--- src/rtl/core/tsc_pkg.sv ---
`default_nettype none

package tsc_pkg;

  // Fixed field widths
  localparam int ANGLE_W   = 32;
  localparam int VALUE_W   = 40;
  localparam int TERM_W    = 4;

  // Term magnitudes stay below 2^41; a term reaching that bound saturates
  localparam int MAG_W     = 41;
  // Running sum of at most ten terms below 2^41
  localparam int ACC_W     = 46;

  // Shared multiplier operand width
  localparam int MUL_W     = 32;

  // Divider: largest divisor is 18*19 = 342
  localparam int DIVISOR_W = 9;
  localparam int DIGIT_W   = 8;
  localparam int DIV_W     = 56;
  localparam int DIV_STEPS = DIV_W / DIGIT_W;

  // Series divisor for term k: sine (2k-2)(2k-1), cosine (2k-3)(2k-2)
  function automatic logic [DIVISOR_W-1:0] series_divisor(input logic [TERM_W-1:0] k,
                                                          input logic cosine);
    logic [TERM_W:0]      a;
    logic [2*TERM_W+1:0]  pr;
    a  = cosine ? ({k, 1'b0} - (TERM_W+1)'(3)) : ({k, 1'b0} - (TERM_W+1)'(2));
    pr = (2*TERM_W+2)'(a) * (2*TERM_W+2)'(a + (TERM_W+1)'(1));
    return pr[DIVISOR_W-1:0];
  endfunction

endpackage

`default_nettype wire

--- src/rtl/core/tsc_mul.sv ---
`default_nettype none

module tsc_mul import tsc_pkg::*; (
  input  wire                  clk,
  input  wire  [MUL_W-1:0]     a,
  input  wire  [MUL_W-1:0]     b,
  output logic [2*MUL_W-1:0]   p
);

  logic [2*MUL_W-1:0] p_r;

  // Unsigned 32x32 product, registered
  always_ff @(posedge clk) begin
    p_r <= {{MUL_W{1'b0}}, a} * {{MUL_W{1'b0}}, b};
  end

  assign p = p_r;

endmodule

`default_nettype wire

--- src/rtl/core/tsc_div_step.sv ---
`default_nettype none

module tsc_div_step import tsc_pkg::*; (
  input  wire  [DIVISOR_W-1:0] rem_in,
  input  wire  [DIGIT_W-1:0]   bits_in,
  input  wire  [DIVISOR_W-1:0] divisor,
  output logic [DIVISOR_W-1:0] rem_out,
  output logic [DIGIT_W-1:0]   q_out
);

  logic [DIVISOR_W-1:0] r;
  logic [DIVISOR_W:0]   t;

  // Restoring division, one quotient digit of DIGIT_W bits, MSB first
  always_comb begin
    r     = rem_in;
    t     = '0;
    q_out = '0;
    for (int i = DIGIT_W - 1; i >= 0; i--) begin
      t = {r, bits_in[i]};
      if (t >= {1'b0, divisor}) begin
        t        = t - {1'b0, divisor};
        q_out[i] = 1'b1;
      end
      r = t[DIVISOR_W-1:0];
    end
    rem_out = r;
  end

endmodule

`default_nettype wire

--- src/rtl/core/taylor_sine_cosine_core.sv ---
// Taylor-series sine / cosine, fixed point.
//
// Input channel in_*: in_tdata[31:0] is the signed angle (FRAC_BITS fraction
// bits), in_tuser selects sine (0) or cosine (1). Result channel out_*:
// out_tdata[39:0] is the signed, saturated series sum, out_tuser is the
// overflow flag. cfg_wr_en / cfg_wr_data set the term count (1..MAX_TERMS,
// 0 acts as 1, larger values act as MAX_TERMS); write it only while idle.
//
// One item at a time. A beat is taken in the idle state; the angle is
// squared on the shared 32x32 multiplier, then every further term runs
// four partial products on that multiplier plus one accumulate, a 56-bit
// divide by the series divisor at 8 quotient bits per cycle, and the sum
// update. A term that saturates ends the series early. Once the result is
// registered the sequencer is idle again and takes the next beat.
// The result sits in an output register, so a new beat is accepted while
// it waits; if the receiver stalls, the next result holds in the sequencer
// until the register frees up. Reset sets the term count to 10 and empties
// the output register.
`default_nettype none

module taylor_sine_cosine_core import tsc_pkg::*; #(
  parameter int MAX_TERMS = 10,
  parameter int FRAC_BITS = 28
) (
  input  wire                clk,
  input  wire                rst_n,
  // configuration: term_count
  input  wire                cfg_wr_en,
  input  wire  [TERM_W-1:0]  cfg_wr_data,
  // input stream
  input  wire                in_tvalid,
  output logic               in_tready,
  input  wire  [ANGLE_W-1:0] in_tdata,   // [31:0] angle
  input  wire                in_tuser,   // [0] cmd
  // result stream
  output logic               out_tvalid,
  input  wire                out_tready,
  output logic [VALUE_W-1:0] out_tdata,  // [39:0] value
  output logic               out_tuser   // [0] overflow
);

  // x^2 >> FRAC_BITS width and full product width of mag * x2
  localparam int XW = 2 * ANGLE_W - 1 - FRAC_BITS;
  localparam int PW = MAG_W + XW;

  localparam logic [2:0] S_IDLE = 3'd0;
  localparam logic [2:0] S_SQR  = 3'd1;
  localparam logic [2:0] S_SQRW = 3'd2;
  localparam logic [2:0] S_MUL  = 3'd3;
  localparam logic [2:0] S_DIV  = 3'd4;
  localparam logic [2:0] S_UPD  = 3'd5;
  localparam logic [2:0] S_FIN  = 3'd6;

  localparam int STEP_W = $clog2(DIV_STEPS);

  localparam logic signed [ACC_W-1:0] ACC_VMAX =
    {{(ACC_W-VALUE_W+1){1'b0}}, {(VALUE_W-1){1'b1}}};
  localparam logic signed [ACC_W-1:0] ACC_VMIN =
    {{(ACC_W-VALUE_W+1){1'b1}}, {(VALUE_W-1){1'b0}}};

  logic [2:0]              state_r, state_nxt;
  logic [TERM_W-1:0]       term_count_r;
  logic [TERM_W-1:0]       n_r, n_nxt;
  logic [TERM_W-1:0]       k_r, k_nxt;
  logic                    cos_r, cos_nxt;
  logic                    first_neg_r, first_neg_nxt;
  logic [ANGLE_W-1:0]      ax_r, ax_nxt;
  logic [XW-1:0]           x2_r, x2_nxt;
  logic [MAG_W-1:0]        mag_r, mag_nxt;
  logic signed [ACC_W-1:0] acc_r, acc_nxt;
  logic                    ovf_r, ovf_nxt;
  logic [2:0]              j_r, j_nxt;
  logic [PW-1:0]           prod_r, prod_nxt;
  logic [DIV_W-1:0]        div_r, div_nxt;
  logic [DIVISOR_W-1:0]    rem_r, rem_nxt;
  logic                    big_r, big_nxt;
  logic [STEP_W-1:0]       step_r, step_nxt;
  logic                    out_valid_r, out_valid_nxt;
  logic [VALUE_W-1:0]      out_data_r, out_data_nxt;
  logic                    out_ovf_r, out_ovf_nxt;

  logic [MUL_W-1:0]        mul_a, mul_b;
  logic [2*MUL_W-1:0]      mul_p;
  logic [1:0]              pj;
  logic [PW-1:0]           part;
  logic [PW-1:0]           prod_sum;
  logic [DIVISOR_W-1:0]    divisor;
  logic [DIVISOR_W-1:0]    dstep_rem;
  logic [DIGIT_W-1:0]      dstep_q;
  logic                    contrib_neg;
  logic                    capped;
  logic signed [ACC_W-1:0] mag_ext;
  logic [ANGLE_W-1:0]      in_ax;
  logic [TERM_W-1:0]       n_clamp;
  logic                    out_load;

  assign in_tready  = (state_r == S_IDLE);
  assign out_tvalid = out_valid_r;
  assign out_tdata  = out_data_r;
  assign out_tuser  = out_ovf_r;

  // Term count register
  always_ff @(posedge clk) begin
    if (!rst_n) begin
      term_count_r <= TERM_W'(10);
    end else if (cfg_wr_en) begin
      term_count_r <= cfg_wr_data;
    end
  end

  // Shared multiplier operand select
  assign pj = 2'(j_r - 3'd1);
  always_comb begin
    mul_a = ax_r;
    mul_b = ax_r;
    if (state_r == S_MUL) begin
      mul_a = j_r[1] ? MUL_W'(mag_r[MAG_W-1:MUL_W]) : mag_r[MUL_W-1:0];
      mul_b = j_r[0] ? MUL_W'(x2_r[XW-1:MUL_W])     : x2_r[MUL_W-1:0];
    end
  end

  tsc_mul u_mul (
    .clk (clk),
    .a   (mul_a),
    .b   (mul_b),
    .p   (mul_p)
  );

  // Partial product alignment: 0, 32 or 64 bits
  always_comb begin
    case (pj)
      2'b00:   part = PW'(mul_p);
      2'b01,
      2'b10:   part = PW'(mul_p) << MUL_W;
      2'b11:   part = PW'(mul_p) << (2 * MUL_W);
      default: part = '0;
    endcase
  end
  assign prod_sum = prod_r + part;

  assign divisor = series_divisor(k_r, cos_r);

  tsc_div_step u_div_step (
    .rem_in  (rem_r),
    .bits_in (div_r[DIV_W-1 -: DIGIT_W]),
    .divisor (divisor),
    .rem_out (dstep_rem),
    .q_out   (dstep_q)
  );

  assign contrib_neg = first_neg_r ^ ~k_r[0];
  assign capped      = big_r | (|div_r[DIV_W-1:MAG_W]);
  assign mag_ext     = ACC_W'(div_r[MAG_W-1:0]);
  assign in_ax       = in_tdata[ANGLE_W-1] ? (~in_tdata + ANGLE_W'(1)) : in_tdata;
  assign n_clamp     = (term_count_r == '0) ? TERM_W'(1) :
                       (term_count_r > TERM_W'(MAX_TERMS)) ? TERM_W'(MAX_TERMS) :
                       term_count_r;
  assign out_load    = (state_r == S_FIN) && (!out_valid_r || out_tready);

  // Sequencer and datapath next state
  always_comb begin
    state_nxt     = state_r;
    n_nxt         = n_r;
    k_nxt         = k_r;
    cos_nxt       = cos_r;
    first_neg_nxt = first_neg_r;
    ax_nxt        = ax_r;
    x2_nxt        = x2_r;
    mag_nxt       = mag_r;
    acc_nxt       = acc_r;
    ovf_nxt       = ovf_r;
    j_nxt         = j_r;
    prod_nxt      = prod_r;
    div_nxt       = div_r;
    rem_nxt       = rem_r;
    big_nxt       = big_r;
    step_nxt      = step_r;
    out_data_nxt  = out_data_r;
    out_ovf_nxt   = out_ovf_r;
    out_valid_nxt = out_valid_r && !out_tready;

    case (state_r)
      S_IDLE: begin
        if (in_tvalid) begin
          n_nxt         = n_clamp;
          k_nxt         = TERM_W'(2);
          cos_nxt       = in_tuser;
          first_neg_nxt = !in_tuser && in_tdata[ANGLE_W-1];
          ax_nxt        = in_ax;
          ovf_nxt       = 1'b0;
          if (in_tuser) begin
            mag_nxt = MAG_W'(1) << FRAC_BITS;
            acc_nxt = ACC_W'(1) << FRAC_BITS;
          end else begin
            mag_nxt = MAG_W'(in_ax);
            acc_nxt = in_tdata[ANGLE_W-1] ? -ACC_W'(in_ax) : ACC_W'(in_ax);
          end
          state_nxt = S_SQR;
        end
      end
      S_SQR: begin
        state_nxt = S_SQRW;
      end
      S_SQRW: begin
        x2_nxt    = XW'(mul_p >> FRAC_BITS);
        j_nxt     = 3'd0;
        prod_nxt  = '0;
        state_nxt = (n_r == TERM_W'(1)) ? S_FIN : S_MUL;
      end
      // four partial products, each accumulated in the cycle after its issue
      S_MUL: begin
        if (j_r != 3'd0) begin
          prod_nxt = prod_sum;
        end
        j_nxt = j_r + 3'd1;
        if (j_r == 3'd4) begin
          div_nxt   = DIV_W'(prod_sum >> FRAC_BITS);
          big_nxt   = |(prod_sum >> (FRAC_BITS + DIV_W));
          rem_nxt   = '0;
          step_nxt  = '0;
          state_nxt = S_DIV;
        end
      end
      S_DIV: begin
        div_nxt  = {div_r[DIV_W-DIGIT_W-1:0], dstep_q};
        rem_nxt  = dstep_rem;
        step_nxt = step_r + STEP_W'(1);
        if (step_r == STEP_W'(DIV_STEPS - 1)) begin
          state_nxt = S_UPD;
        end
      end
      S_UPD: begin
        if (capped) begin
          ovf_nxt   = 1'b1;
          acc_nxt   = contrib_neg ? ACC_VMIN : ACC_VMAX;
          state_nxt = S_FIN;
        end else begin
          mag_nxt  = div_r[MAG_W-1:0];
          acc_nxt  = contrib_neg ? (acc_r - mag_ext) : (acc_r + mag_ext);
          j_nxt    = 3'd0;
          prod_nxt = '0;
          if (k_r == n_r) begin
            state_nxt = S_FIN;
          end else begin
            k_nxt     = k_r + TERM_W'(1);
            state_nxt = S_MUL;
          end
        end
      end
      // saturate and hand over to the output register
      S_FIN: begin
        if (out_load) begin
          out_valid_nxt = 1'b1;
          if (acc_r > ACC_VMAX) begin
            out_data_nxt = ACC_VMAX[VALUE_W-1:0];
            out_ovf_nxt  = 1'b1;
          end else if (acc_r < ACC_VMIN) begin
            out_data_nxt = ACC_VMIN[VALUE_W-1:0];
            out_ovf_nxt  = 1'b1;
          end else begin
            out_data_nxt = acc_r[VALUE_W-1:0];
            out_ovf_nxt  = ovf_r;
          end
          state_nxt = S_IDLE;
        end
      end
      default: begin
        state_nxt = S_IDLE;
      end
    endcase
  end

  // Control registers
  always_ff @(posedge clk) begin
    if (!rst_n) begin
      state_r     <= S_IDLE;
      out_valid_r <= 1'b0;
      j_r         <= 3'd0;
      step_r      <= '0;
      k_r         <= TERM_W'(2);
      n_r         <= TERM_W'(1);
    end else begin
      state_r     <= state_nxt;
      out_valid_r <= out_valid_nxt;
      j_r         <= j_nxt;
      step_r      <= step_nxt;
      k_r         <= k_nxt;
      n_r         <= n_nxt;
    end
  end

  // Payload registers
  always_ff @(posedge clk) begin
    cos_r       <= cos_nxt;
    first_neg_r <= first_neg_nxt;
    ax_r        <= ax_nxt;
    x2_r        <= x2_nxt;
    mag_r       <= mag_nxt;
    acc_r       <= acc_nxt;
    ovf_r       <= ovf_nxt;
    prod_r      <= prod_nxt;
    div_r       <= div_nxt;
    rem_r       <= rem_nxt;
    big_r       <= big_nxt;
    out_data_r  <= out_data_nxt;
    out_ovf_r   <= out_ovf_nxt;
  end

  // Checks
  a_accept_starts: assert property (@(posedge clk) disable iff (!rst_n)
    (in_tvalid && in_tready) |=> (state_r == S_SQR))
    else $error("accepted beat did not start the square step");

  a_rem_below_div: assert property (@(posedge clk) disable iff (!rst_n)
    (state_r == S_DIV) |-> (rem_r < divisor))
    else $error("divider remainder not below divisor");

  a_term_range: assert property (@(posedge clk) disable iff (!rst_n)
    (state_r == S_MUL || state_r == S_DIV || state_r == S_UPD) |->
      (k_r >= TERM_W'(2) && k_r <= n_r && n_r <= TERM_W'(MAX_TERMS)))
    else $error("term index out of range");

  a_ovf_at_limit: assert property (@(posedge clk) disable iff (!rst_n)
    (out_valid_r && out_ovf_r) |->
      (out_data_r == ACC_VMAX[VALUE_W-1:0] || out_data_r == ACC_VMIN[VALUE_W-1:0]))
    else $error("overflow flagged but value not at a range limit");

  a_fin_holds: assert property (@(posedge clk) disable iff (!rst_n)
    (state_r == S_FIN && out_valid_r && !out_tready) |=>
      (state_r == S_FIN && out_valid_r))
    else $error("result lost while output register was full");

endmodule

`default_nettype wire
--- config.mk ---
export PLATFORM = sky130hd
export DESIGN_NAME = taylor_sine_cosine_core
export DESIGN_NICKNAME = d
export VERILOG_FILES = /design/src/rtl/core/tsc_pkg.sv /design/src/rtl/core/tsc_mul.sv /design/src/rtl/core/tsc_div_step.sv /design/src/rtl/core/taylor_sine_cosine_core.sv
export SDC_FILE = /design/constraint.sdc
export NUM_CORES = 2
export LEC_CHECK = 0
export BUFFER_PORTS_ARGS = -buffer_cell sky130_fd_sc_hd__buf_2
export CORE_UTILIZATION = 38
export CTS_CLUSTER_DIAMETER = 120
export DETAILED_ROUTE_END_ITERATION = 7
export PLACE_DENSITY_LB_ADDON = 0.1
export SKIP_CTS_REPAIR_TIMING = 1
export SLEW_MARGIN = 0
export SYNTH_ARGS = -nofsm -noshare
export SYNTH_HDL_FRONTEND = slang
export SYNTH_SLANG_ARGS = --single-unit
export TNS_END_PERCENT = 5
--- constraint.sdc ---
create_clock -name clk -period 28.4 [get_ports clk]
set_input_delay 1.42 -clock clk [delete_from_list [all_inputs] [get_ports clk]]
set_output_delay 1.42 -clock clk [all_outputs]
set_load 0.02 [all_outputs]
Yosys cells after proc, flatten, opt, wreduce, memory -nomap -nowiden
Index checks and enable logic that the tools add are counted.
{ "totals": {"reg_bits": 425, "word_cells": 169, "output_inout_bits": 43} }
{ "op_classes": {"eq_ne": 21, "n_bitwise": 3, "muxes": 65, "n_addsub": 20, "multipliers": 2, "order_cmp": 11, "n_reduce_logical": 27} }
{ "ops": {"columns": ["operator", "count"], "rows": [
  ["$pmux W76 S3", 2],
  ["$mux W46", 6],
  ["$mux W32", 6],
  ["$mux W76", 2],
  ["$pmux W56 S2", 1],
  ["$pmux W46 S2", 1],
  ["$mux W41", 2],
  ["$pmux W41 S2", 1],
  ["$mux W9", 9],
  ["$ge A10 B9 Y1", 8],
  ["$add A76 B76 Y76", 1],
  ["$sub A9 B9 Y9", 8],
  ["$mul A32 B32 Y64", 1],
  ["$mux W56", 1],
  ["$add A46 B42 Y46", 1],
  ["$gt A46 B40 Y1 const B", 1],
  ["$lt A46 B40 Y1 const B", 1],
  ["$neg A32 Y46", 1],
  ["$sub A46 B42 Y46", 1],
  ["$mux W40", 1],
  ["$add A32 B1 Y32 const B", 1],
  ["$not A32 Y32", 1],
  ["$mux W3", 9],
  ["$pmux W3 S7", 1],
  ["39 further kinds", 82]
]} }

Depth between registers and ports, before layout
{ "logic_depth": {"ltp_word": 21, "depth_mapped": 103, "mapped_depth_nobuf": 96} }

Cells and area by module
A second synthesis with hierarchy kept.
{ "hier_totals": {"cells_unflattened": 7016, "hier_area_um2": 64378.0} }
{ "modules_own_cells": {"columns": ["mod", "cells_each", "n_inst", "area_per_inst_um2"], "rows": [
  ["tsc_mul", 3749, 1, 34510.6],
  ["taylor_sine_cosine_core", 2774, 1, 25941.1],
  ["tsc_div_step", 493, 1, 3926.3]
]} }

Least setup slack after synthesis
OpenSTA, ideal clock, no wires.
{ "synth_timing": {"path_type": "register to register", "from": "register cos_r", "to": "register rem_r[2] (data pin)", "arrival_time_ns": 20.023, "stages_incl_launch_ff": 92, "slack_ns": 8.111, "required_ns": 28.134, "cell_sequence": "edfxtp_1 -> clkbuf_1 -> inv_1 -> ha_1 -> xnor2_1 -> inv_1 -> nor2_1 -> fa_1 -> fa_1 -> inv_1 -> fa_1 -> inv_1 -> ha_1 -> xor2_1 -> ha_1 -> or3_1 -> o21ai_0 -> a21oi_1 -> (+56 left out) -> a21oi_1 -> o21ai_0 -> a21oi_1 -> nor3b_1 -> buf_6 -> mux2i_1 -> ha_1 -> nor2b_1 -> o21ai_0 -> nand2b_1 -> a21o_1 -> a21o_1 -> a21o_1 -> a21o_1 -> nand2_1 -> o2111ai_4 -> mux2i_1 -> nor2_1"} }
{ "synth_via": {"elab_chain_cells": 20, "elab_cells_between_ends": 28} }
{ "synth_rtl": {"columns": ["item", "line", "rtl"], "rows": [
  ["from (decl)", "taylor_sine_cosine_core.sv:65", "logic cos_r, cos_nxt;"],
  ["from (signal assigned)", "taylor_sine_cosine_core.sv:294", "cos_r <= cos_nxt;"],
  ["$mux W5 *", "tsc_pkg.sv:29", "a = cosine ? ({k, 1'b0} - (TERM_W+1)'(3)) : ({k, 1'b0} - (TERM_W+1)'(2));"],
  ["$add A5 B1 Y6", "tsc_pkg.sv:30", "pr = (2*TERM_W+2)'(a) * (2*TERM_W+2)'(a + (TERM_W+1)'(1));"],
  ["$mul A5 B6 Y9 *", "tsc_pkg.sv:30", null],
  ["$sub A9 B9 Y9 or $ge A10 B9 Y1 (tied branches)", "tsc_div_step.sv:22, tsc_div_step.sv:21", null],
  ["$mux W9", "tsc_div_step.sv:21", "if (t >= {1'b0, divisor}) begin"],
  ["$sub A9 B9 Y9 or $ge A10 B9 Y1 (tied branches)", "tsc_div_step.sv:22, tsc_div_step.sv:21", null],
  ["$mux W9", "tsc_div_step.sv:21", null],
  ["$sub A9 B9 Y9 or $ge A10 B9 Y1 (tied branches)", "tsc_div_step.sv:22, tsc_div_step.sv:21", null],
  ["(+4 left out)", null, null],
  ["$mux W9", "tsc_div_step.sv:21", null],
  ["$ge A10 B9 Y1 or $sub A9 B9 Y9 (tied branches)", "tsc_div_step.sv:21, tsc_div_step.sv:22", null],
  ["$mux W9", "tsc_div_step.sv:21", null],
  ["$sub A9 B9 Y9 or $ge A10 B9 Y1 (tied branches)", "tsc_div_step.sv:22, tsc_div_step.sv:21", null],
  ["$mux W9", "tsc_div_step.sv:21", null],
  ["$sub A9 B9 Y9 or $ge A10 B9 Y1 (tied branches)", "tsc_div_step.sv:22, tsc_div_step.sv:21", null],
  ["$mux W9 *", "tsc_div_step.sv:21", null],
  ["$pmux W9 S2 *", "taylor_sine_cosine_core.sv:182", "case (state_r)"],
  ["to (signal assigned)", "taylor_sine_cosine_core.sv:303", "rem_r <= rem_nxt;"],
  ["to (decl)", "taylor_sine_cosine_core.sv:75", "logic [DIVISOR_W-1:0] rem_r, rem_nxt;"]
]} }
Every way passes the cells marked *; elsewhere a longest branch is shown, timed or not.
A chain may end at the register's enable or synchronous reset.

Final worst setup path
{ "layout_timing": {"from": "register k_r[0]", "to": "register rem_r[7] (data pin)"} }
{ "layout_via": {"elab_chain_cells": 21, "elab_cells_between_ends": 30} }
{ "layout_rtl": {"columns": ["item", "line", "rtl"], "rows": [
  ["from (decl)", "taylor_sine_cosine_core.sv:64", "logic [TERM_W-1:0] k_r, k_nxt;"],
  ["from (signal assigned)", "taylor_sine_cosine_core.sv:287", "k_r <= k_nxt;"],
  ["$sub A5 B2 Y5", "tsc_pkg.sv:29", null],
  ["$mux W5 *", "tsc_pkg.sv:29", null],
  ["$add A5 B1 Y6", "tsc_pkg.sv:30", null],
  ["$mul A5 B6 Y9 *", "tsc_pkg.sv:30", null],
  ["$sub A9 B9 Y9 or $ge A10 B9 Y1 (tied branches)", "tsc_div_step.sv:22, tsc_div_step.sv:21", null],
  ["$mux W9", "tsc_div_step.sv:21", null],
  ["$sub A9 B9 Y9 or $ge A10 B9 Y1 (tied branches)", "tsc_div_step.sv:22, tsc_div_step.sv:21", null],
  ["$mux W9", "tsc_div_step.sv:21", null],
  ["(+5 left out)", null, null],
  ["$mux W9", "tsc_div_step.sv:21", null],
  ["$sub A9 B9 Y9 or $ge A10 B9 Y1 (tied branches)", "tsc_div_step.sv:22, tsc_div_step.sv:21", null],
  ["$mux W9", "tsc_div_step.sv:21", null],
  ["$sub A9 B9 Y9 or $ge A10 B9 Y1 (tied branches)", "tsc_div_step.sv:22, tsc_div_step.sv:21", null],
  ["$mux W9", "tsc_div_step.sv:21", null],
  ["$sub A9 B9 Y9 or $ge A10 B9 Y1 (tied branches)", "tsc_div_step.sv:22, tsc_div_step.sv:21", null],
  ["$mux W9 *", "tsc_div_step.sv:21", null],
  ["$pmux W9 S2 *", "taylor_sine_cosine_core.sv:182", null]
]} }
Marks and branches as above.

==> results.json <==
{
  "worst_slew_pin_slew_ps": 1180,
  "crit_fanout": 19,
  "setup_ws_ps": 4490,
  "fmax_mhz": 41.8,
  "hpwl_um": 163000,
  "viasPerCell": 5.41,
  "grt_pass1_vias": 48800,
  "grt-ovfl-total": 0,
  "insertion_delay_ps": 640,
  "cp.required_ps": 28760,
  "seq_area_frac_synth_pct": 19.5,
  "final_antenna_net_count": 0,
  "critPathLaunch": "k_r[0]",
  "relSlewSlack_pct": 21.3,
  "rsz0062_at_grt": "no",
  "worstSetupPathType": "register to register",
  "grt_pass1_wl_um": 316000,
  "synth_flop_cell": "edfxtp_1",
  "syn_inst": 6708,
  "clkSinkCount": 425,
  "synthTopCellsByArea": "fa_1 (30%), edfxtp_1 (17%), ha_1 (10%)",
  "crit_top_cell": "a21o_1",
  "numCtsBuffers": 49,
  "cts_tree": "built",
  "slew_violations": 0,
  "cpPeakStageDelay_ps": 810,
  "firstDrtPassIters": 6,
  "num_rows": 146,
  "cp-end-kind": "register",
  "die_area_um2": 162000,
  "start_kind": "register",
  "place_ws_ps": 4390,
  "drt_first_iter_violations": 3912,
  "wl_um": 210000,
  "tns_ps": 0,
  "cap_violations": 0,
  "endpoint": "rem_r[7]",
  "ios": 85,
  "synth_area_um2": 60900,
  "vias": 47600,
  "skew_ps": 47.3,
  "syn_area_per_cell_um2": 9.08,
  "layout-drive-gt1-share_pct": 6.02,
  "ctsLongestPathBuffers": 3,
  "r2r-start": "k_r[0]",
  "reg2reg_to": "rem_r[7]",
  "htreeDepth": 2,
  "coreArea_um2": 159000,
  "wl_per_cell_um": 23.9,
  "postLayoutCellArea_um2": 65700,
  "cpMaxStageDelayCell": "nor3b_2",
  "fp.dieW_um": 402,
  "path_clk_slew_ps": 70,
  "hold_viol": 0,
  "r2r_slack_ps": 4490,
  "postSynth.asyncResetShare_pct": 0,
  "ys_seq_elements": 425,
  "grtUsageTotal_pct": 26.2,
  "dpl-instance-area_um2": 64000,
  "holdWs_ps": 505,
  "min_path_type": "register to register",
  "synth_edf_count": 339,
  "cts_root_buffer": "clkbuf_16",
  "layout.cells.most_common_list": "inv_1 (1,089), nand2_1 (1,015), fa_1 (909), ha_1 (484), nor2_1 (483)",
  "antenna_found_initial": 25,
  "die_h_um": 402,
  "seqCellArea_um2": 11900,
  "grt_max_degree": 154,
  "yosysTopAreaCell": "fa_1",
  "r2r_cells": 89,
  "worst-path-stages": 89,
  "synthDistinctLibCells": 89,
  "worst_ep_arrival_time_ps": 24260,
  "multi_input_area_um2": 43900,
  "place.gp.congestion": 0.933,
  "syn_nets": 8144,
  "status": "finished clean",
  "area_growth_pct": 7.81,
  "drc": 0,
  "fillers": 15900,
  "crit_family": "compound AO/OA/AOI/OAI gates",
  "worst-path-buf-inv": 5,
  "nNetsFinal": 8110,
  "setup_viol": 0,
  "layout_min_cycle_time_ps": 23910,
  "finalCritPeriodShare_pct": 84.2,
  "ys_warn_count": 0,
  "portBuffers": 84,
  "synth_top_area_share_pct": 29.9,
  "final_common_cell": "inv_1",
  "initial_core_util_pct": 38.4
}
==> area by class of cell <==
cell class | instances | area share [%]
Timing Repair Buffer | 222 | 2.24
Sequential cell | 425 | 18.1
Clock inverter | 26 | 0.454
Inverter | 1091 | 6.24
Multi-Input combinational cell | 4885 | 66.9
Clock buffer | 65 | 2.10
Antenna cell | 3 | 0.0114
Tap cell | 2072 | 3.95
==> Yosys cell counts, types with 141 or more instances <==
| cell type | number |
|---|---|
| inv_1 | 1090 |
| nand2_1 | 1019 |
| fa_1 | 909 |
| nor2_1 | 487 |
| ha_1 | 485 |
| edfxtp_1 | 339 |
| o21ai_0 | 299 |
| clkbuf_1 | 276 |
| a21oi_1 | 244 |
| xnor2_1 | 198 |
| a21o_1 | 162 |
| xor2_1 | 141 |
==> worst reg2reg max path: cells and delay by family, from the launching register on <==
family | cells | cell delay, ps
flip-flops | 1 | 590
buffers and inverters | 5 | 670
multiplexers | 8 | 3110
XOR/XNOR | 2 | 280
AND/OR/NAND/NOR | 22 | 4300
AO/OA/AOI/OAI | 38 | 9420
adder cells (fa/ha/maj) | 14 | 5290
==> flip-flops by register name (all words and copies together) (netlist names), 3 cells and up <==
signal        flops
acc_r            46
ax_r             32
div_r            56
j_r               3
k_r               4
mag_r            41
n_r               4
out_tdata        40
prod_r           76
rem_r             9
state_r           3
step_r            3
term_count_r      4
u_mul.p          64
x2_r             35
==> metal layers <==
| metal | GRT usage [%] | part of all wire [%] | up-vias |
|---|---|---|---|
| met2 | 41.8 | 46 | 1346 |
| met4 | 6.10 | 2.4 | 0 |
| met1 | 37.4 | 45 | 24500 |
| li1 | - | - | 21600 |
| met3 | 3.61 | 6.4 | 208 |
| met5 | 0 | 0 | - |
==> stage by stage <==
step	utilization, %	instances
2_1_floorplan	-	6708
3_3_place_gp	40.3	8695
3_5_place_dp	40.3	8695
4_1_cts	41.4	8786
5_1_grt	41.4	8787
6_report	41.4	8789
==> worst min path at each step <==
stage	from	endpoint	slack, ps	cells after the start
after floorplan	u_mul.p[44]	x2_r[16]	410	0
after global placement	n_r[0]	n_r[0]	500	2
after detailed placement	u_mul.p[51]	x2_r[23]	490	0
after CTS	n_r[0]	n_r[0]	510	2
after global routing	u_mul.p[51]	x2_r[23]	520	0
final	u_mul.p[51]	x2_r[23]	510	0
==> cells by family after synthesis <==
family | Yosys count | share of synthesized area [%]
AND/OR/NAND/NOR | 1946 | 13.8
buffers and inverters | 1398 | 8.65
adder cells (fa/ha/maj) | 1395 | 39.9
AO/OA/AOI/OAI | 1143 | 12.2
flip-flops | 425 | 19.5
XOR/XNOR | 339 | 4.87
multiplexers | 62 | 1.09
Power is not shown: default switching activity piles up to over one toggle a cycle in this logic, so the estimate is an artifact.
